===== src/rtl/cmix_pkg.sv =====
// ============================================================================
// cmix_pkg: shared types and constants for the three channel color mixer
// Register indexes, fixed field widths and the pipeline control bundle.
// ============================================================================
package cmix_pkg;

  // Pipeline depth: diff, product, weight, color products, sum/saturate
  localparam int NSTAGE  = 5;
  localparam int NCHAN   = 3;

  // Fixed field widths
  localparam int SETUP_W = 48;
  localparam int COLOR_W = 24;
  localparam int MIN_W   = 16;
  localparam int SCALE_W = 32;
  localparam int COMP_W  = 8;
  localparam int IDX_W   = 3;

  typedef logic [IDX_W-1:0] reg_idx_t;

  // Configuration register indexes
  localparam reg_idx_t REG_CHAN_A_SETUP = 3'd0;
  localparam reg_idx_t REG_CHAN_B_SETUP = 3'd1;
  localparam reg_idx_t REG_CHAN_C_SETUP = 3'd2;
  localparam reg_idx_t REG_COLOR_A      = 3'd3;
  localparam reg_idx_t REG_COLOR_B      = 3'd4;
  localparam reg_idx_t REG_COLOR_C      = 3'd5;

  // Reset values
  localparam logic [SETUP_W-1:0] SETUP_RST   = 48'd65536;
  localparam logic [COLOR_W-1:0] COLOR_A_RST = 24'h0000FF;
  localparam logic [COLOR_W-1:0] COLOR_B_RST = 24'h00FF00;
  localparam logic [COLOR_W-1:0] COLOR_C_RST = 24'hFF0000;

  // Per-stage control: advance enables, valid bits, no-data tags
  typedef struct packed {
    logic [NSTAGE-1:0] adv;
    logic [NSTAGE-1:0] valid;
    logic [NSTAGE-1:0] nodata;
  } stage_ctrl_t;

endpackage


===== src/rtl/cmix_ctrl.sv =====
// ============================================================================
// cmix_ctrl: pipeline valid and stall control
// Moves valid bits and no-data tags through the stages, with per-stage enables.
// ============================================================================
module cmix_ctrl (
  input  logic                  clk,
  input  logic                  rst,
  input  logic                  in_valid,
  input  logic                  in_nodata,
  input  logic                  out_ready,
  output logic                  in_ready,
  output cmix_pkg::stage_ctrl_t ctrl
);

  logic [cmix_pkg::NSTAGE-1:0] valid;
  logic [cmix_pkg::NSTAGE-1:0] nodata;
  logic [cmix_pkg::NSTAGE-1:0] adv;

  // A stage advances when it is empty or the next one advances
  always_comb begin
    adv[cmix_pkg::NSTAGE-1] = !valid[cmix_pkg::NSTAGE-1] || out_ready;
    for (int i = cmix_pkg::NSTAGE-2; i >= 0; i--) begin
      adv[i] = !valid[i] || adv[i+1];
    end
  end

  // Advance valid bits
  always_ff @(posedge clk) begin
    if (rst) begin
      valid <= '0;
    end else begin
      if (adv[0]) begin
        valid[0] <= in_valid;
      end
      for (int i = 1; i < cmix_pkg::NSTAGE; i++) begin
        if (adv[i]) begin
          valid[i] <= valid[i-1];
        end
      end
    end
  end

  // Carry the no-data tag with each transaction
  always_ff @(posedge clk) begin
    if (adv[0]) begin
      nodata[0] <= in_nodata;
    end
    for (int i = 1; i < cmix_pkg::NSTAGE; i++) begin
      if (adv[i]) begin
        nodata[i] <= nodata[i-1];
      end
    end
  end

  assign in_ready    = adv[0];
  assign ctrl.adv    = adv;
  assign ctrl.valid  = valid;
  assign ctrl.nodata = nodata;

endmodule


===== config.mk =====
export PLATFORM = sky130hd
export DESIGN_NAME = cmix_ctrl
export DESIGN_NICKNAME = d
export VERILOG_FILES = /design/src/rtl/cmix_pkg.sv /design/src/rtl/cmix_ctrl.sv
export SDC_FILE = /design/constraint.sdc
export NUM_CORES = 1
export LEC_CHECK = 0
export BUFFER_PORTS_ARGS = -buffer_cell sky130_fd_sc_hd__buf_2
export CAP_MARGIN = 20
export CORE_AREA = 3 3 40 42
export DETAILED_ROUTE_END_ITERATION = 10
export DIE_AREA = 0 0 43 45
export SLEW_MARGIN = 25
export SYNTH_ARGS = -nofsm -noshare
export SYNTH_HDL_FRONTEND = slang
export SYNTH_SLANG_ARGS = --single-unit

===== constraint.sdc =====
create_clock -name clk -period 0.9 [get_ports clk]
set_input_delay 0 -clock clk [delete_from_list [all_inputs] [get_ports clk]]
set_output_delay 0 -clock clk [all_outputs]
set_load 0.1 [all_outputs]

Word level (Yosys, flattened, before mapping)
Index checks and enable logic that the tools add are counted.
{"block": "word_totals", "in_bits": 5, "ff_bits": 10}
{"block": "classes", "n_reduce_logical": 10}
{"operator": "$logic_not 1->1", "count": 5}
{"operator": "$logic_or 1x1->1", "count": 5}

Longest topological paths before layout
{"block": "logic_depth", "word_depth": 6, "depth_mapped": 3, "ltp_nobuf": 3}

Worst setup path before layout
OpenSTA, ideal clock, no wires.
{"block": "synth_path", "path_type": "register -> register", "start": "reg valid[2] (netlist name)", "end": "reg nodata[0] (netlist name) (enable)", "t_arrival_ns": 2.145, "synth_period_minus_slack_ns": 2.734, "setup_slack_ns": -1.834, "required_ns": 0.311, "stages_incl_launch_ff": 3, "n_path_buf": 0, "path_cell_list": "dfxtp_1 and4b_2 nand3_1"}
{"block": "synth_via", "elab_chain_cells": 4}
{"item": "start, declared", "line": "cmix_ctrl.sv:15", "source": "logic [cmix_pkg::NSTAGE-1:0] valid;"}
{"item": "start signal, assigned by index", "line": "cmix_ctrl.sv:37", "source": "valid[i] <= valid[i-1];"}
{"item": "$logic_not 1->1", "line": "cmix_ctrl.sv:23", "source": "adv[i] = !valid[i] || adv[i+1];"}
{"item": "$logic_or 1x1->1 (3 in a row)", "line": "cmix_ctrl.sv:23"}
{"item": "net in_ready", "line": "cmix_ctrl.sv:11", "source": "output logic in_ready,"}
{"item": "end signal, assigned by index", "line": "cmix_ctrl.sv:50", "source": "nodata[i] <= nodata[i-1];"}
{"item": "end, declared", "line": "cmix_ctrl.sv:16", "source": "logic [cmix_pkg::NSTAGE-1:0] nodata;"}
The timed path passes the listed nets, and every way through them passes these cells.
A chain may end at the register's enable or synchronous reset.

==> reports/qor.csv <==
stage,metric,value,unit
layout,layout cells sized above 1,0.750,
setup_path,Worst R2R Setup Slack,-0.27,ns
cts,clock buffer count from CTS,3,
timing,setup TNS,-3.51,ns
setup_path,CP Data Required Time,0.90,ns
placement,I/O Buffers,20,
synth,Syn Nets,33,
grt,GRT overflow,0,
grt,initial antenna violation count,0,
synth,YS warnings,0,
setup_path,kind of cell adding the most delay to the critical path,flip-flops,
die,Die X,43,um
setup_path,CP Depth,4,
layout,"most common cell after layout, fill and taps aside",buf_12,
cts,CTS max path bufs,2,
setup_path,crit path max fanout,3,
layout,register area,267,um^2
setup_path,WS Path Type,reg -> out,
setup_path,"Max stage delay cell, worst path",dfxtp_4,
die,I/O pin count,21,
synth,synthesized area per cell,13.2,um^2
detailed_routing,routed wire length,1.15,mm
grt,first-pass GRT wire length,1.70,mm
layout,design area,995,um^2
setup_path,critical path startpoint,valid[4]$_SDFFE_PP0P_,
setup_path,Buffers & Inverters on Critical Path,3,
detailed_routing,vias,365,
timing,post-route clock period utilization,1.36,
placement,detailed placement HPWL,704,um
min_path,min-delay worst type,in -> reg,
setup_path,startpoint types,register,
layout,Fillers,75,
power,Reg power frac,0.463,
flow_run,# Max-Cap Violations,0,
synth,Post-Syn Instances,28,
layout,area grow syn2layout,169,%
grt,vias in the first global route,382,
placement,gpl congestion,0.721,
setup_path,crit path cell chain,and4b_4 > buf_4 > inv_6 > buf_12,
die,row cnt,13,
timing,endpoints failing setup,18,
timing,final worst slack,-0.326,ns
layout,antenna cells,0,
timing,fin. max-slew vios,0,
setup_path,Worst path max stage delay,0.35,ns
power,Pint,769,uW
power,Clk pwr share,0.281,
layout,footprint of the multi-input gates,138,um^2
timing,Tmin final,1.23,ns
power,Sw Ratio,0.306,
cts,Worst-Skew Late Latency,0.26,ns
run_status,failing checks,negative setup slack,
detailed_routing,DRT iter0 DRCs,5,
detailed_routing,drt wl/cell,13.8,um
timing,fmax,0.815,GHz
timing,Worst Skew,0.0103,ns
setup_path,R2R depth,5,
timing,slew at the pin closest to its max-slew limit,0.177,ns
die,initial core utilization,0.287,
timing,Relative slew margins,0.882,
cts,"CTS clk-pin slew, worst paths",0.06,ns
power,Pwr per Cell Area,1110,mW/mm^2
layout,Total Nets Final,74,
detailed_routing,"antenna viol nets, final",0,
run_status,status,"finished, violations left",
grt,gr usage total,0.124,
die,Core ar.,0.00128,mm^2
setup_path,Reg2Reg Launch Point,valid[4]$_SDFFE_PP0P_,
cts,clk root buf,clkbuf_4,
synth,Mapped Area,369,um^2
synth,synthesis-stage register bit count,10,
power,P_sw,339,uW
die,die height,45,um
detailed_routing,drt drc,0,
synth,"Seq/Total Area, Yosys",0.678,
power,fraction of power consumed by combinational cells,0.256,
layout,most frequent cells in the layout,"buf_12, buf_6, edfxtp_1",
setup_path,CP endpoint kind,output pin,
detailed_routing,TritonRoute pass-1 iters,4,
cts,CTS Sinks,10,
timing,RSZ-0062 raised after global routing,yes,
setup_path,R2R Path End,valid[1]$_SDFFE_PP0P_,
detailed_routing,vias per inst,4.40,
timing,Final Hold Fails,0,
cts,htree depth,1,
placement,placed cell area,806,um^2
synth,Cell variety after synth,14,
die,DIE AREA,0.00194,mm^2
cts,CTS tree,built,
power,LEAKAGE,0.000407,uW
setup_path,crit path to,ctrl[12],
grt,largest net degree at the start of global routing,8,
setup_path,Critical Path AT,1.23,ns
power,Peak VDD IR,1.09,mV
## through the flow
step | setup slack [ns] | util | total power, uW | std cells | hold WS [ns]
2_1_floorplan | -1.04 | - | 670 | 28 | 0.0594
3_3_place_gp | -0.198 | 0.627 | 781 | 67 | 0.183
3_5_place_dp | -0.204 | 0.627 | 784 | 67 | 0.180
4_1_cts | -0.347 | 0.735 | 1120 | 81 | 0.163
5_1_grt | -0.365 | 0.774 | 1170 | 83 | 0.171
6_report | -0.326 | 0.774 | 1110 | 83 | 0.155
## worst min-delay path by stage
stage               startpoint                     to  slack (ns)  cells past startpoint
CTS                  out_ready  valid[4]$_SDFFE_PP0P_        0.16                      4
floorplan                  rst  valid[2]$_SDFFE_PP0P_        0.06                      1
finish               out_ready  valid[4]$_SDFFE_PP0P_        0.16                      4
global placement     in_nodata    nodata[0]$_DFFE_PP_        0.18                      1
global route         out_ready  valid[4]$_SDFFE_PP0P_        0.17                      4
detailed placement   in_nodata    nodata[0]$_DFFE_PP_        0.18                      1
## cells by family after synthesis
logic type             after synthesis  share of synthesized area
AOI/OAI and AO/OA                    5                      0.115
DFF                                 10                      0.678
and+or+nand+nor                      7                      0.136
buffers and inverters                6                     0.0712
## worst reg2reg max path: stages, from the launching register on
cell     delay, ns
dfxtp_4       0.35
and4b_4       0.29
buf_4         0.15
inv_6         0.04
buf_6         0.12
o31ai_4       0.14
## cell type report
class                   count  area share
multi-input cells          12       0.138
repair buffers             37       0.525
well taps                  15      0.0189
clock buffers               4      0.0264
inverters                   5      0.0239
flip-flops and latches     10       0.268
## synth_stat cells
master,n,area share
a21oi_1,3,0.041
and4b_2,1,0.031
buf_4,1,0.020
dfxtp_1,5,0.27
edfxtp_1,5,0.41
inv_1,4,0.041
inv_2,1,0.010
nand2_1,1,0.010
nand2b_1,1,0.017
nand3_1,1,0.014
nand3b_1,2,0.041
o22ai_1,1,0.017
o31ai_4,1,0.058
or2b_2,1,0.024
## power by group through the flow
stage               sequential, uW  combinational, uW  clock [uW]
finish                         513                284         312
floorplan                      654               16.4           0
global placement               524                257           0
global route                   515                291         362
CTS                            513                280         322
detailed placement             525                259           0
## timing repair
| item | 4_1_cts | 5_1_grt |
|---|---|---|
| hold endpoints to repair | 4 | 0 |
| setup buffers | 7 | 4 |
| resized for setup | 9 | 6 |
| hold buffers | 3 | 0 |
| pin swaps | 5 | 2 |
| setup endpoints to repair | 19 | 24 |
## routing by layer
| layer | routed length, um | part of all wire | GRT usage |
|---|---|---|---|
| met1 | 440 | 0.38 | 0.129 |
| met5 | 0 | 0 | 0 |
| met4 | 0 | 0 | 0.0181 |
| met3 | 52 | 0.045 | 0.0598 |
| met2 | 651 | 0.57 | 0.231 |
## flip-flops by register name, indices dropped and copies added, names as in the netlist
signal and count:
nodata 5, valid 5
Power figures use the tool's default switching activity.
