File: config.mk
export PLATFORM = sky130hd
export DESIGN_NAME = cmix_blend
export DESIGN_NICKNAME = d
export VERILOG_FILES = /design/src/rtl/cmix_pkg.sv /design/src/rtl/cmix_blend.sv
export SDC_FILE = /design/constraint.sdc
export NUM_CORES = 2
export LEC_CHECK = 0
export BUFFER_PORTS_ARGS = -buffer_cell sky130_fd_sc_hd__buf_4
export CAP_MARGIN = 40
export CORE_MARGIN = 2
export CORE_UTILIZATION = 55
export CTS_BUF_LIST = sky130_fd_sc_hd__clkbuf_4 sky130_fd_sc_hd__clkbuf_8
export DETAILED_ROUTE_END_ITERATION = 12
export PLACE_DENSITY = 0.83
export SLEW_MARGIN = 40
export SYNTH_ARGS = -nofsm -noshare
export SYNTH_HDL_FRONTEND = slang
export SYNTH_SLANG_ARGS = --single-unit
File: constraint.sdc
create_clock -name clk -period 13.04 [get_ports clk]
set_input_delay 1.304 -clock clk [delete_from_list [all_inputs] [get_ports clk]]
set_output_delay 1.304 -clock clk [all_outputs]
set_load 0.005 [all_outputs]
File: src/rtl/cmix_pkg.sv
// ============================================================================
// cmix_pkg: shared types and constants for the three channel color mixer
// Register indexes, fixed field widths and the pipeline control bundle.
// ============================================================================
package cmix_pkg;

  // Pipeline depth: diff, product, weight, color products, sum/saturate
  localparam int NSTAGE  = 5;
  localparam int NCHAN   = 3;

  // Fixed field widths
  localparam int SETUP_W = 48;
  localparam int COLOR_W = 24;
  localparam int MIN_W   = 16;
  localparam int SCALE_W = 32;
  localparam int COMP_W  = 8;
  localparam int IDX_W   = 3;

  typedef logic [IDX_W-1:0] reg_idx_t;

  // Configuration register indexes
  localparam reg_idx_t REG_CHAN_A_SETUP = 3'd0;
  localparam reg_idx_t REG_CHAN_B_SETUP = 3'd1;
  localparam reg_idx_t REG_CHAN_C_SETUP = 3'd2;
  localparam reg_idx_t REG_COLOR_A      = 3'd3;
  localparam reg_idx_t REG_COLOR_B      = 3'd4;
  localparam reg_idx_t REG_COLOR_C      = 3'd5;

  // Reset values
  localparam logic [SETUP_W-1:0] SETUP_RST   = 48'd65536;
  localparam logic [COLOR_W-1:0] COLOR_A_RST = 24'h0000FF;
  localparam logic [COLOR_W-1:0] COLOR_B_RST = 24'h00FF00;
  localparam logic [COLOR_W-1:0] COLOR_C_RST = 24'hFF0000;

  // Per-stage control: advance enables, valid bits, no-data tags
  typedef struct packed {
    logic [NSTAGE-1:0] adv;
    logic [NSTAGE-1:0] valid;
    logic [NSTAGE-1:0] nodata;
  } stage_ctrl_t;

endpackage

File: src/rtl/cmix_blend.sv
// ============================================================================
// cmix_blend: color mixing of three weighted channel colors
// Stage 3 forms weight times color component, stage 4 sums and saturates.
// ============================================================================
module cmix_blend #(
  parameter int FRACTION_BITS = 16
) (
  input  logic                          clk,
  input  cmix_pkg::stage_ctrl_t         ctrl,
  input  logic [FRACTION_BITS:0]        weight_a,
  input  logic [FRACTION_BITS:0]        weight_b,
  input  logic [FRACTION_BITS:0]        weight_c,
  input  logic [cmix_pkg::COLOR_W-1:0]  color_a,
  input  logic [cmix_pkg::COLOR_W-1:0]  color_b,
  input  logic [cmix_pkg::COLOR_W-1:0]  color_c,
  output logic [cmix_pkg::COMP_W-1:0]   red,
  output logic [cmix_pkg::COMP_W-1:0]   green,
  output logic [cmix_pkg::COMP_W-1:0]   blue
);

  localparam int WW = FRACTION_BITS + 1;
  localparam int MW = WW + cmix_pkg::COMP_W;
  localparam int SW = MW + 2;
  localparam int TW = SW - FRACTION_BITS;

  logic [WW-1:0]                 weights [cmix_pkg::NCHAN];
  logic [cmix_pkg::COLOR_W-1:0]  colors  [cmix_pkg::NCHAN];
  logic [MW-1:0]                 mix     [cmix_pkg::NCHAN][3];
  logic [SW-1:0]                 sum     [3];
  logic [TW-1:0]                 whole   [3];
  logic [cmix_pkg::COMP_W-1:0]   comp    [3];

  assign weights[0] = weight_a;
  assign weights[1] = weight_b;
  assign weights[2] = weight_c;
  assign colors[0]  = color_a;
  assign colors[1]  = color_b;
  assign colors[2]  = color_c;

  // Weight each color component
  always_ff @(posedge clk) begin
    if (ctrl.adv[3]) begin
      for (int ch = 0; ch < cmix_pkg::NCHAN; ch++) begin
        for (int k = 0; k < 3; k++) begin
          mix[ch][k] <= {{cmix_pkg::COMP_W{1'b0}}, weights[ch]}
                      * {{WW{1'b0}}, colors[ch][k*cmix_pkg::COMP_W +: cmix_pkg::COMP_W]};
        end
      end
    end
  end

  // Sum, drop the fraction, saturate
  always_comb begin
    for (int k = 0; k < 3; k++) begin
      sum[k]   = {2'b00, mix[0][k]} + {2'b00, mix[1][k]} + {2'b00, mix[2][k]};
      whole[k] = sum[k][SW-1:FRACTION_BITS];
      if (whole[k] > TW'(255)) begin
        comp[k] = '1;
      end else begin
        comp[k] = whole[k][cmix_pkg::COMP_W-1:0];
      end
    end
  end

  // Drop color on no-data pixels
  always_ff @(posedge clk) begin
    if (ctrl.adv[4]) begin
      if (ctrl.nodata[3]) begin
        red   <= '0;
        green <= '0;
        blue  <= '0;
      end else begin
        red   <= comp[0];
        green <= comp[1];
        blue  <= comp[2];
      end
    end
  end

endmodule

# Word level (Yosys, flattened, before mapping)
# Memory sizes are Yosys's and may differ from the RTL's.
# Cells that the tools add are included.
[op_classes] multipliers=9 n_addsub=6 muxes=5 order_cmp=3
[ops] op="17-bit by 8-bit multiplier with 25-bit output" count=9
[ops] op="26-bit by 25-bit adder with 27-bit output" count=3
[ops] op="25-bit by 25-bit adder with 26-bit output" count=3
[ops] op="11-bit by 8-bit greater-than comparator with 1-bit output (second input constant)" count=3
[ops] op="8-bit 2-to-1 mux" count=3
[ops] op="1-bit 2-to-1 mux" count=2
[totals] wordCells=27 in_bits=139 memories=1 output_inout_bits=24 regBits=24 ramBits=225
[memory_table] memory="mix" depth=3 width=75 rd=3 rd_clocked_by_memory_dff=0 wr=3 line="cmix_blend.sv:28" rtl="logic [MW-1:0] mix [cmix_pkg::NCHAN][3];"

# Logic depth before layout (Yosys ltp)
[depth] ltp_word=4 depth_mapped=20 depth_no_buf=18

# Worst setup path before layout
# No wires, ideal clock.
[synth_path] path_type="input port to flip-flop" from="input weight_b[4]" to="memory mix[1][49] in the netlist's numbering, data pin" stages=18 path_slack_ps=7153 n_path_buf=1 required_ps=12780 arrival_ps=5627 setup_ps=260 cell_sequence="clkbuf_1 > nand2_1 > fa_1 > fa_1 > inv_1 > fa_1 > inv_1 > fa_1 > inv_1 > ha_1 > and3_1 > a211oi_1 > a21oi_1 > a41o_1 > a2111oi_2 > o31ai_1 > a21oi_1 > xnor2_1"
[synth_lines] item="from (decl)" line="cmix_blend.sv:11" rtl="input logic [FRACTION_BITS:0] weight_b,"
[synth_lines] item="to (decl)" line="cmix_blend.sv:28"

==> reports/summary.txt <==
Synth Cell Area - 0.05031 mm²
Post_cts resized - 0
First-pass GRT wire length - 198400 µm
Vias in the first global route - 39.34k
Post-DP HPWL - 93650 µm
Multi-input gate area - 0.03828 mm²
Setup Skew - 0.02613 ns
Seq pwr share - 15.9%
Area Overhead vs Synth - 5.663%
Max-slew headroom - 42.99%
Pre-CTS setup slack - 6.499 ns
Share of the synthesized area in the top cell type - 35.10%
Max Cap Violations - 0
Vias/cell - 5.627
Worst vdd ir - 0.1643 mV
Die Area - 0.09391 mm²
Synth cell count leaders - and2_1 (1055), inv_1 (1031), fa_1 (882)
Seq/Total Area, Yosys - 14.86%
Worst skew pair latency - 0.61 ns
Non-Filler Instances - 6448
Hold Violations, Final - 0
Layout cells sized above 1 - 4.728%
R2R Setup Slk - 9.25 ns
Endpoints failing setup - 0
Synth unique cells - 76
Hold-fix buffers at CTS - 0
TritonCTS buffer count - 44
Setup crit start kind - primary input
Most frequent cell after synthesis - and2_1
Post-Syn Area per Cell - 9.643 µm²
Drt total wl - 119200 µm
Unrepaired setup endpoints after global routing - no
CTS clk-pin slew, worst paths - 0.06 ns
Antenna violations before repair - 9
Die width - 306.4 µm
Setup bufs post-CTS - 0
FF/Latch Area - 0.007477 mm²
Routability-driven placement congestion ratio - 0.9225
Cell taking the most area after synthesis - fa_1
Ys Warns - 0
Residual DRC - 0
Post-synth top flop - edfxtp_1
H-Tree Depth - 2
Leak - 26.00 nW
Net Sw Power - 5.971 mW
Tot GR Track Use - 26.37%
WP data arrival - 6.34 ns
Clock sinks - 249
Maximum number of pins on one net before global-route repair - 91
Status - complete, no violations
Synth area leaders - fa_1 (35%), edfxtp_1 (15%), and2_1 (13%)
EDFF count, synth - 249
Synth Net Count - 6715
Asr flop ratio synth - 0%
Pwr Total - 11.75 mW
Die height - 306.4 µm
Final nets - 6729
Drt first pass iters - 5
Combinational share of power - 77.7%
Number of core rows - 110
Mapped Cells - 5217
Cell Int Power - 5.774 mW
Critical path class - in -> reg
Least-Margin Pin Slew - 0.8490 ns
CP Capture Type - register
Vias - 36.28k
Final setup margin - 7.008 ns
R2R Path End - red[7]
Core area - 0.09029 mm²
Placed Cells - 6361
WP data required - 13.34 ns
Clock Tree Root - clkbuf_8
Sw Ratio - 50.84%
Worst reg2reg path depth - 12
# fillers - 7408
Critical path peak fanout - 24
Start point of the critical path - weight_b[5]
Setup TNS - 0 ns
HP Class - reg -> reg
Period utilization - 46.26%
Placed inst area - 0.05225 mm²
IO buf count - 150
Highest clock rate - 165.8 MHz
Worst Hold Launch - mix[1][49]
Tmin final - 6.032 ns
Post-route ant nets - 0
Routed wire per std cell - 18.48 µm
Seq cells post-synth - 249
Clock power share - 6.4%
Initial DRC Count - 2487
Initial Utilization - 55.72%
I/O pin total - 163
Deepest clock path buffer count - 3
Post-route cell area - 0.05316 mm²
RR Startpoint - mix[1][52]
Total power per unit cell area - 220.9 mW/mm²
CTS tree - built
Max-slew violations - 0
Overflow after GRT - 0
Worst setup endpoint - mix[1][74]
how the worst min path moves through the flow:
stage | end | slack [ns] | cells after the start
after global placement | green[7] | 0.84 | 4
after global routing | green[7] | 0.93 | 4
after floorplan | green[7] | 0.79 | 4
after detailed placement | green[7] | 0.88 | 4
after CTS | green[7] | 0.89 | 4
final | green[7] | 0.89 | 4
metrics by stage:
| stage | utilization, % | hold slack, ns |
|---|---|---|
| finish | 58.88 | 0.8887 |
| global route | 58.86 | 0.9337 |
| CTS | 58.86 | 0.8898 |
| detailed placement | 57.87 | 0.8805 |
| global placement | 57.86 | 0.8447 |
| floorplan | - | 0.7949 |
state kept, by name, indices dropped and copies added, names as in the netlist:
register  cells
green         8
blue          8
red           8
mix         225
kinds of logic after synthesis:
group                    Yosys count  synth area share, %
multiplexers                       3              0.05969
flip-flops                       249                14.86
AO/OA/AOI/OAI                    564                7.357
AND/OR/NAND/NOR                 1648                18.58
XOR/XNOR                         179                3.116
buffers and inverters           1215                9.065
adder cells (fa/ha/maj)         1359                46.96
area by class of cell:
| type | count | share of cell area (%) |
|---|---|---|
| well taps | 1176 | 2.768 |
| inverters | 1031 | 7.280 |
| multi-input cells | 3753 | 72.01 |
| flip-flops and latches | 249 | 14.07 |
| clock buffers | 57 | 1.346 |
| repair buffers | 152 | 2.168 |
| clock inverters | 25 | 0.3342 |
| diodes | 5 | 0.02354 |
worst max-delay path: stages:
cell	delay [ns]
buf_4	0.28
and2_1	0.20
fa_1	0.44
fa_1	0.52
fa_1	0.51
inv_1	0.05
fa_1	0.47
inv_1	0.05
ha_1	0.31
a21o_1	0.19
a21oi_1	0.28
o2111ai_1	0.24
nand3_1	0.12
nand3_1	0.11
o41ai_1	0.61
nor2_1	0.14
a211oi_2	0.50
layout by cell type, fill, tap and decap left out, types with 26 or more instances in the layout:
cell      count
ha_1        477
a21o_1       68
xor2_1       49
clkbuf_8     46
a21oi_1     186
o21ai_0      88
nor3_1       37
buf_4       150
nand2_1     262
xnor2_1     130
edfxtp_1    249
and2_1     1055
fa_1        882
nor2_1      110
o21a_1       38
a211oi_1     26
nor2b_1      28
inv_1      1031
nand3_1      47
power groups by stage:
stage | Combinational (mW) | Clock (mW) | Sequential, mW
after floorplan | 6.68 | 0 | 1.74
after global placement | 8.67 | 0 | 1.87
after detailed placement | 8.99 | 0 | 1.88
after CTS | 9.07 | 0.762 | 1.87
after global routing | 10.3 | 0.792 | 1.90
final | 9.13 | 0.751 | 1.87
metal layers:
layer | GRT usage (%) | vias to the layer above | part of all wire, %
li1 | - | 16300 | -
met1 | 34.37 | 18440 | 40
met2 | 44.41 | 1309 | 48
met3 | 3.719 | 234 | 7.5
met4 | 10.83 | 0 | 4.3
met5 | 0 | - | 0
Power figures use the tool's default switching activity.
