File: src/rtl/cmix_pkg.sv
// ============================================================================
// cmix_pkg: shared types and constants for the three channel color mixer
// Register indexes, fixed field widths and the pipeline control bundle.
// ============================================================================
package cmix_pkg;

  // Pipeline depth: diff, product, weight, color products, sum/saturate
  localparam int NSTAGE  = 5;
  localparam int NCHAN   = 3;

  // Fixed field widths
  localparam int SETUP_W = 48;
  localparam int COLOR_W = 24;
  localparam int MIN_W   = 16;
  localparam int SCALE_W = 32;
  localparam int COMP_W  = 8;
  localparam int IDX_W   = 3;

  typedef logic [IDX_W-1:0] reg_idx_t;

  // Configuration register indexes
  localparam reg_idx_t REG_CHAN_A_SETUP = 3'd0;
  localparam reg_idx_t REG_CHAN_B_SETUP = 3'd1;
  localparam reg_idx_t REG_CHAN_C_SETUP = 3'd2;
  localparam reg_idx_t REG_COLOR_A      = 3'd3;
  localparam reg_idx_t REG_COLOR_B      = 3'd4;
  localparam reg_idx_t REG_COLOR_C      = 3'd5;

  // Reset values
  localparam logic [SETUP_W-1:0] SETUP_RST   = 48'd65536;
  localparam logic [COLOR_W-1:0] COLOR_A_RST = 24'h0000FF;
  localparam logic [COLOR_W-1:0] COLOR_B_RST = 24'h00FF00;
  localparam logic [COLOR_W-1:0] COLOR_C_RST = 24'hFF0000;

  // Per-stage control: advance enables, valid bits, no-data tags
  typedef struct packed {
    logic [NSTAGE-1:0] adv;
    logic [NSTAGE-1:0] valid;
    logic [NSTAGE-1:0] nodata;
  } stage_ctrl_t;

endpackage

File: src/rtl/cmix_weight.sv
// ============================================================================
// cmix_weight: normalized weight of one channel
// Stages 0 to 2: offset and pre-clamp, scale multiply, clamp to [0, 1].
// ============================================================================
module cmix_weight #(
  parameter int SAMPLE_WIDTH  = 16,
  parameter int FRACTION_BITS = 16
) (
  input  logic                              clk,
  input  cmix_pkg::stage_ctrl_t             ctrl,
  input  logic [SAMPLE_WIDTH-1:0]           sample,
  input  logic [cmix_pkg::SETUP_W-1:0]      setup,
  output logic [FRACTION_BITS:0]            weight
);

  localparam int DW  = ((SAMPLE_WIDTH > cmix_pkg::MIN_W) ? SAMPLE_WIDTH : cmix_pkg::MIN_W) + 1;
  localparam int CW  = (DW > FRACTION_BITS + 3) ? DW : FRACTION_BITS + 3;
  localparam int DCW = FRACTION_BITS + 2;
  localparam int PW  = DCW + cmix_pkg::SCALE_W;
  localparam int WW  = FRACTION_BITS + 1;

  logic signed [CW-1:0]          sample_ext;
  logic signed [CW-1:0]          min_ext;
  logic signed [CW-1:0]          diff;
  logic signed [CW-1:0]          one_c;
  logic [DCW-1:0]                diff_sat;
  logic [DCW-1:0]                diff_q;
  logic [cmix_pkg::SCALE_W-1:0]  scale;
  logic [PW-1:0]                 prod_c;
  logic [PW-1:0]                 prod_q;
  logic [PW-1:0]                 one_p;
  logic [WW-1:0]                 one_w;

  assign scale = setup[cmix_pkg::SCALE_W-1:0];

  // Offset the sample by the channel minimum
  assign sample_ext = {{(CW-SAMPLE_WIDTH){sample[SAMPLE_WIDTH-1]}}, sample};
  assign min_ext    = {{(CW-cmix_pkg::MIN_W){setup[cmix_pkg::SETUP_W-1]}},
                       setup[cmix_pkg::SETUP_W-1:cmix_pkg::SCALE_W]};
  assign diff       = sample_ext - min_ext;
  assign one_c      = {{(CW-FRACTION_BITS-1){1'b0}}, 1'b1, {FRACTION_BITS{1'b0}}};

  // Pre-clamp: any difference above one saturates for every nonzero scale
  always_comb begin
    if (diff <= 0) begin
      diff_sat = '0;
    end else if (diff > one_c) begin
      diff_sat = {1'b0, 1'b1, {(FRACTION_BITS-1){1'b0}}, 1'b1};
    end else begin
      diff_sat = diff[DCW-1:0];
    end
  end

  always_ff @(posedge clk) begin
    if (ctrl.adv[0]) begin
      diff_q <= diff_sat;
    end
  end

  // Scale multiply
  assign prod_c = {{cmix_pkg::SCALE_W{1'b0}}, diff_q} * {{DCW{1'b0}}, scale};

  always_ff @(posedge clk) begin
    if (ctrl.adv[1]) begin
      prod_q <= prod_c;
    end
  end

  // Clamp the weight at exactly one
  assign one_p = {{(PW-FRACTION_BITS-1){1'b0}}, 1'b1, {FRACTION_BITS{1'b0}}};
  assign one_w = {1'b1, {FRACTION_BITS{1'b0}}};

  always_ff @(posedge clk) begin
    if (ctrl.adv[2]) begin
      weight <= (prod_q > one_p) ? one_w : prod_q[WW-1:0];
    end
  end

endmodule

File: config.mk
export PLATFORM = sky130hd
export DESIGN_NAME = cmix_weight
export DESIGN_NICKNAME = d
export VERILOG_FILES = /design/src/rtl/cmix_pkg.sv /design/src/rtl/cmix_weight.sv
export SDC_FILE = /design/constraint.sdc
export NUM_CORES = 1
export LEC_CHECK = 0
export BUFFER_PORTS_ARGS = -buffer_cell sky130_fd_sc_hd__clkbuf_2
export CORE_ASPECT_RATIO = 1.1
export CORE_UTILIZATION = 40
export CTS_BUF_LIST = sky130_fd_sc_hd__clkbuf_2 sky130_fd_sc_hd__clkbuf_4 sky130_fd_sc_hd__clkbuf_8
export DETAILED_ROUTE_END_ITERATION = 8
export PLACE_DENSITY = 0.61
export RECOVER_POWER = 100
export SETUP_SLACK_MARGIN = 0.02
export SYNTH_ARGS = -nofsm -noshare
export SYNTH_HDL_FRONTEND = slang
export SYNTH_SLANG_ARGS = --single-unit
File: constraint.sdc
create_clock -name clk -period 12.7 [get_ports clk]
set_clock_uncertainty 0.05 [all_clocks]
set_input_delay 0.635 -clock clk [delete_from_list [all_inputs] [get_ports clk]]
set_output_delay 0.635 -clock clk [all_outputs]
set_load 0.01 [all_outputs]
Word level (Yosys, flattened, before mapping)
Cells that the tools add are included.
{"block": "word_totals", "reg_bits": 85, "input_bits": 80, "out_inout_bits": 17}
{"block": "classes", "n_addsub": 1, "multipliers": 1, "n_lt_le_gt_ge": 3, "n_mux": 1, "n_reduce_logical": 1}
{"cell": "> comparator 50 x 17 -> 1 bit (second input constant)", "count": 1}
{"cell": "multiplier 18 x 32 -> 50 bit", "count": 1}
{"cell": "> comparator 17 x 18 -> 1 bit (second input constant)", "count": 1}
{"cell": "<= comparator 17 x 1 -> 1 bit (second input constant)", "count": 1}
{"cell": "2-to-1 mux 17 bit", "count": 1}
{"cell": "subtractor 16 x 16 -> 17 bit", "count": 1}
{"cell": "OR reduction 2 bit", "count": 1}

Longest topological paths before layout
{"block": "depth", "word_depth": 3, "depth_mapped": 25, "depth_no_buf": 23}

Least setup slack after synthesis
OpenSTA, ideal clock, no wires.
{"block": "synth_timing", "kind": "input-to-reg", "start": "input setup[9] in the netlist's numbering", "end": "register prod_q[49] (data pin)", "t_arrival_ps": 6463, "required_time_ps": 12390, "setup_slack_ps": 5927, "stages": 23, "cell_sequence": "clkbuf_1 clkbuf_1 nand2_1 fa_1 inv_1 fa_1 fa_1 fa_1 fa_1 inv_1 fa_1 inv_1 ha_1 buf_6 a21oi_2 o21ai_2 nor3_2 or3b_1 a221o_1 a2111oi_2 o31ai_1 a21oi_1 xnor2_1"}
{"block": "synth_via", "elab_chain_len": 1}
{"item": "start, declared", "line": "cmix_weight.sv:12", "text": "input logic [cmix_pkg::SETUP_W-1:0] setup,"}
{"item": "multiplier 18 x 32 -> 50 bit", "line": "cmix_weight.sv:61", "text": "assign prod_c = {{cmix_pkg::SCALE_W{1'b0}}, diff_q} * {{DCW{1'b0}}, scale};"}
{"item": "net prod_c[49]", "line": "cmix_weight.sv:29", "text": "logic [PW-1:0] prod_c;"}
{"item": "end signal, assigned", "line": "cmix_weight.sv:65", "text": "prod_q <= prod_c;"}
{"item": "end, declared", "line": "cmix_weight.sv:30", "text": "logic [PW-1:0] prod_q;"}
The timed path passes the listed nets, and every way through them passes these cells.
A chain may end at the register's enable or synchronous reset.

Worst setup path in the final report
{"block": "layout_timing", "start": "register diff_q[0]", "end": "register prod_q[49] (data pin)"}
{"block": "layout_via", "elab_chain_len": 1}
{"item": "start, declared", "line": "cmix_weight.sv:27", "text": "logic [DCW-1:0] diff_q;"}
{"item": "start signal, assigned", "line": "cmix_weight.sv:56", "text": "diff_q <= diff_sat;"}
{"item": "multiplier 18 x 32 -> 50 bit", "line": "cmix_weight.sv:61"}
{"item": "net prod_c[49]", "line": "cmix_weight.sv:29"}
The timed path passes the listed nets, and every way through them passes these cells.

==> results.txt <==
----------------------------------------------------
[Critical path]
  Critical path launch point ... diff_q[0]
  Count of cells along the worst register-to-register path ... 20
  Critical path capture point type ... register
  Top fanout value on the critical path ... 32
  Setup slack of the most critical reg-to-reg path ... 4.65 ns
  WP data required ... 12.83 ns
  Category of the critical setup timing path ... reg2reg
  Destination of the worst register-to-register timing path ... prod_q[49]
  CP Data Arrival Time ... 8.18 ns
  Capturing instance or port of the critical path ... prod_q[49]
  Worst reg2reg path startpoint ... diff_q[0]
  Kind of launch point of the worst setup path ... register

[Cells and area]
  Layout Cell Area excl Fill ... 23000 µm²
  Antenna fix cells ... 0
  Final #Nets ... 3107
  Number of fillers in the final layout ... 5321
  Share of post-route cells with drive strength above 1 ... 4.56%
  Leading cell types in the layout, fill and taps excluded ... 598 x sky130_fd_sc_hd__inv_1, 481 x sky130_fd_sc_hd__fa_1, 396 x sky130_fd_sc_hd__nand2_1, 213 x sky130_fd_sc_hd__and2_1, 141 x sky130_fd_sc_hd__ha_1
  Post-synthesis to final-layout area growth ... 5.37%
  Most frequent standard cell in the layout excluding fill and tap cells ... sky130_fd_sc_hd__inv_1

[Detailed routing]
  # DRC ... 0
  Detailed-routing iteration count for the pre-antenna-repair pass ... 5
  Vias per std cell ... 5.02
  Mean routed wirelength per cell ... 17.0 µm
  Count of nets left with antenna violations after detail routing ... 0
  Vias ... 15700
  Aggregate routed wire length ... 53.3 mm
  DRC marker count from the first detailed-route iteration ... 703

[Synthesis]
  Fraction of the mapped netlist area in simple logic gates ... 16.7%
  Yosys warning total ... 0
  Main combinational cell family by area after synthesis ... adder cells
  EDFF count, synth ... 84
  Synthesized Nets ... 3103
  Post-synthesis adder-cell area fraction ... 52.1%
  Synthesized area per cell ... 9.11 µm²
  Total of flip-flops plus latches after synthesis ... 84
  Count of mapped cells out of synthesis ... 2401
  Summed instance area of the synthesized netlist ... 21900 µm²
  Cell types occupying the most area after synthesis ... sky130_fd_sc_hd__fa_1 44%, sky130_fd_sc_hd__edfxtp_1 12%, sky130_fd_sc_hd__inv_1 10%
  Netlist cell types ... 59
  Fraction of the yosys area taken by sequential cells ... 11.5%
  Area fraction in compound gates after synthesis ... 5.24%
  Area leader, netlist ... sky130_fd_sc_hd__fa_1
  Synth Area in XOR/XNOR ... 2.08%
  Share of synthesized area spent on multiplexers ... 0.154%
  Synth Flop Type ... sky130_fd_sc_hd__edfxtp_1
  Proportion of synthesized flip-flops having asynchronous set or reset ... 0%
  Area share of the largest cell type after synthesis ... 44.0%

[Die]
  DIE WIDTH ... 225 µm
  Placeable core region ... 53800 µm²
  Overall die height ... 247 µm
  IO Count ... 97
  Row cnt ... 89
  Total Die Area ... 55600 µm²
  Initial standard-cell utilization of the core ... 40.7%

[CTS]
  Total clock sinks ... 84
  Max H-tree Level ... 3
  Clock insertion delay at the later pin of the skew report ... 0.40 ns
  Post-CTS resize count ... 0
  Clock slew seen by the registers of the worst setup and hold paths ... 0.12 ns
  Max clock buf depth ... 2
  Hold buffer count at cts ... 0
  Clock Root Buffer ... sky130_fd_sc_hd__clkbuf_8
  Buffer count from post-CTS setup fixing ... 0
  Cts bufs inserted ... 9
  CTS tree ... built

[Min path]
  Hold Path Class ... reg2reg
  Worst Hold Depth ... 1

[GRT]
  Via count of the first global-routing pass ... 17500
  Number of antenna violations at the first check in global routing ... 2
  Grt total ovfl ... 0
  Global-route wire length before repair ... 88.9 mm
  Largest net degree at the start of global routing ... 59
  Total global-route track usage ... 20.4%

[Placed design]
  Setup slack at placement ... 5.20 ns
  Gpl congestion ... 0.851
  Detailed-placement wirelength estimate ... 40.9 mm
  Post-Place Cell Area ... 22900 µm²
  Number of input and output port buffers inserted ... 84

[STA]
  Max Freq ... 124 MHz
  Slew Viols, Final ... 84
  Period utilization ... 63.4%
  Hold Slack ... 0.495 ns
  Final hold violation count ... 0
  Time the final worst path needs with I/O delays and setup ... 8.05 ns
  Setup Viol. Count Final ... 0
  Least setup slack across all paths after layout ... 4.65 ns
  Headroom to the max-slew limit ... -80.5%
  Actual transition at the worst max-transition pin ... 2.71 ns
  Setup TNS Final ... 0 ns
  Unrepaired setup endpoints after global routing ... false

[Run]
  Max-cap violations ... 2

[Status]
  Status ... finished with violations
  Failing checks ... max-capacitance violations, max-slew violations

----------------------------------------------------
cell families after synthesis:
group                    count (synthesis)
multiplexers                             3
adder cells (fa/ha/maj)                622
buffers and inverters                  707
XOR/XNOR                                52
other                                    1
AND/OR/NAND/NOR                        757
flip-flops                              84
AO/OA/AOI/OAI                          175
stage by stage:
stage,std cells,utilization [%]
5_1_grt,3138,42.8
3_5_place_dp,3122,42.6
4_1_cts,3138,43.0
6_report,3138,42.8
3_3_place_gp,3122,42.6
2_1_floorplan,2401,-
synth_stat cells (2+ instances only):
cell type and count:
sky130_fd_sc_hd__clkbuf_1 104, sky130_fd_sc_hd__nor3_1 13, sky130_fd_sc_hd__and2_1 232, sky130_fd_sc_hd__nor2b_1 7, sky130_fd_sc_hd__a31oi_1 8, sky130_fd_sc_hd__edfxtp_1 84
sky130_fd_sc_hd__nor2_1 37, sky130_fd_sc_hd__inv_1 598, sky130_fd_sc_hd__o21bai_1 11, sky130_fd_sc_hd__and3_1 8, sky130_fd_sc_hd__a41oi_1 2, sky130_fd_sc_hd__fa_1 481
sky130_fd_sc_hd__o211ai_1 3, sky130_fd_sc_hd__nand4_1 13, sky130_fd_sc_hd__o21ai_0 23, sky130_fd_sc_hd__a21oi_1 57, sky130_fd_sc_hd__o21a_1 5, sky130_fd_sc_hd__xor2_1 21
sky130_fd_sc_hd__or3_1 4, sky130_fd_sc_hd__xnor2_1 31, sky130_fd_sc_hd__a21boi_0 3, sky130_fd_sc_hd__o21ai_2 2, sky130_fd_sc_hd__nor4_1 12, sky130_fd_sc_hd__ha_1 141
sky130_fd_sc_hd__mux2_2 3, sky130_fd_sc_hd__nand2_1 396, sky130_fd_sc_hd__nor3_2 2, sky130_fd_sc_hd__buf_6 2, sky130_fd_sc_hd__or2_2 5, sky130_fd_sc_hd__o22ai_1 4
sky130_fd_sc_hd__a211oi_1 4, sky130_fd_sc_hd__a2111oi_0 2, sky130_fd_sc_hd__nand2b_1 7, sky130_fd_sc_hd__o2111ai_1 2, sky130_fd_sc_hd__o21ai_1 2, sky130_fd_sc_hd__nand3_1 15
sky130_fd_sc_hd__o31ai_1 4, sky130_fd_sc_hd__a21o_1 32
cell type report:
cell class	count	area (µm²)	area share (%)
inverters	598	2240	9.74
flip-flops and latches	84	2520	10.9
clock inverters	7	76.3	0.331
repair buffers	102	524	2.27
multi-input cells	1610	16600	72.2
well taps	728	911	3.95
clock buffers	9	124	0.537
worst min path at each step:
stage               start         end  slack (ns)
6_report       prod_q[16]  weight[16]        0.50
3_3_place_gp   prod_q[16]  weight[16]        0.47
2_1_floorplan  prod_q[16]  weight[16]        0.45
3_5_place_dp   prod_q[16]  weight[16]        0.48
4_1_cts        prod_q[16]  weight[16]        0.50
5_1_grt        prod_q[16]  weight[16]        0.52
critical path, cell delays in order, from the launching register on:
cell	delay (ns)
sky130_fd_sc_hd__edfxtp_1	0.34
sky130_fd_sc_hd__clkbuf_1	1.33
sky130_fd_sc_hd__nand2_1	0.26
sky130_fd_sc_hd__fa_1	0.61
sky130_fd_sc_hd__inv_1	0.05
sky130_fd_sc_hd__fa_1	0.55
sky130_fd_sc_hd__fa_1	0.46
sky130_fd_sc_hd__fa_1	0.55
sky130_fd_sc_hd__inv_1	0.05
sky130_fd_sc_hd__fa_1	0.52
sky130_fd_sc_hd__inv_1	0.06
sky130_fd_sc_hd__ha_1	0.39
sky130_fd_sc_hd__a21oi_1	0.31
sky130_fd_sc_hd__inv_1	0.12
sky130_fd_sc_hd__nor3_1	0.17
sky130_fd_sc_hd__or3b_1	0.45
sky130_fd_sc_hd__a221o_1	0.37
sky130_fd_sc_hd__a2111oi_0	0.66
sky130_fd_sc_hd__o31ai_1	0.22
sky130_fd_sc_hd__a21oi_1	0.21
sky130_fd_sc_hd__xnor2_1	0.09
registers in the layout, indices dropped and copies added, names as in the netlist:
register and count:
diff_q 17, prod_q 50, weight 17
layer usage:
| metal | GRT usage (%) | up-vias | wire (µm) | part of all wire, % |
|---|---|---|---|---|
| li1 | - | 7091 | - | - |
| met3 | 2.46 | 94 | 2160 | 4.1 |
| met4 | 6.38 | 0 | 1250 | 2.3 |
| met2 | 37.7 | 386 | 28300 | 53 |
| met5 | 0 | - | 0 | 0 |
| met1 | 24.6 | 8178 | 21500 | 40 |
Power is left out: the tool's default activity adds up to more than one toggle a clock period on the data nets, which glitch-free logic cannot reach.
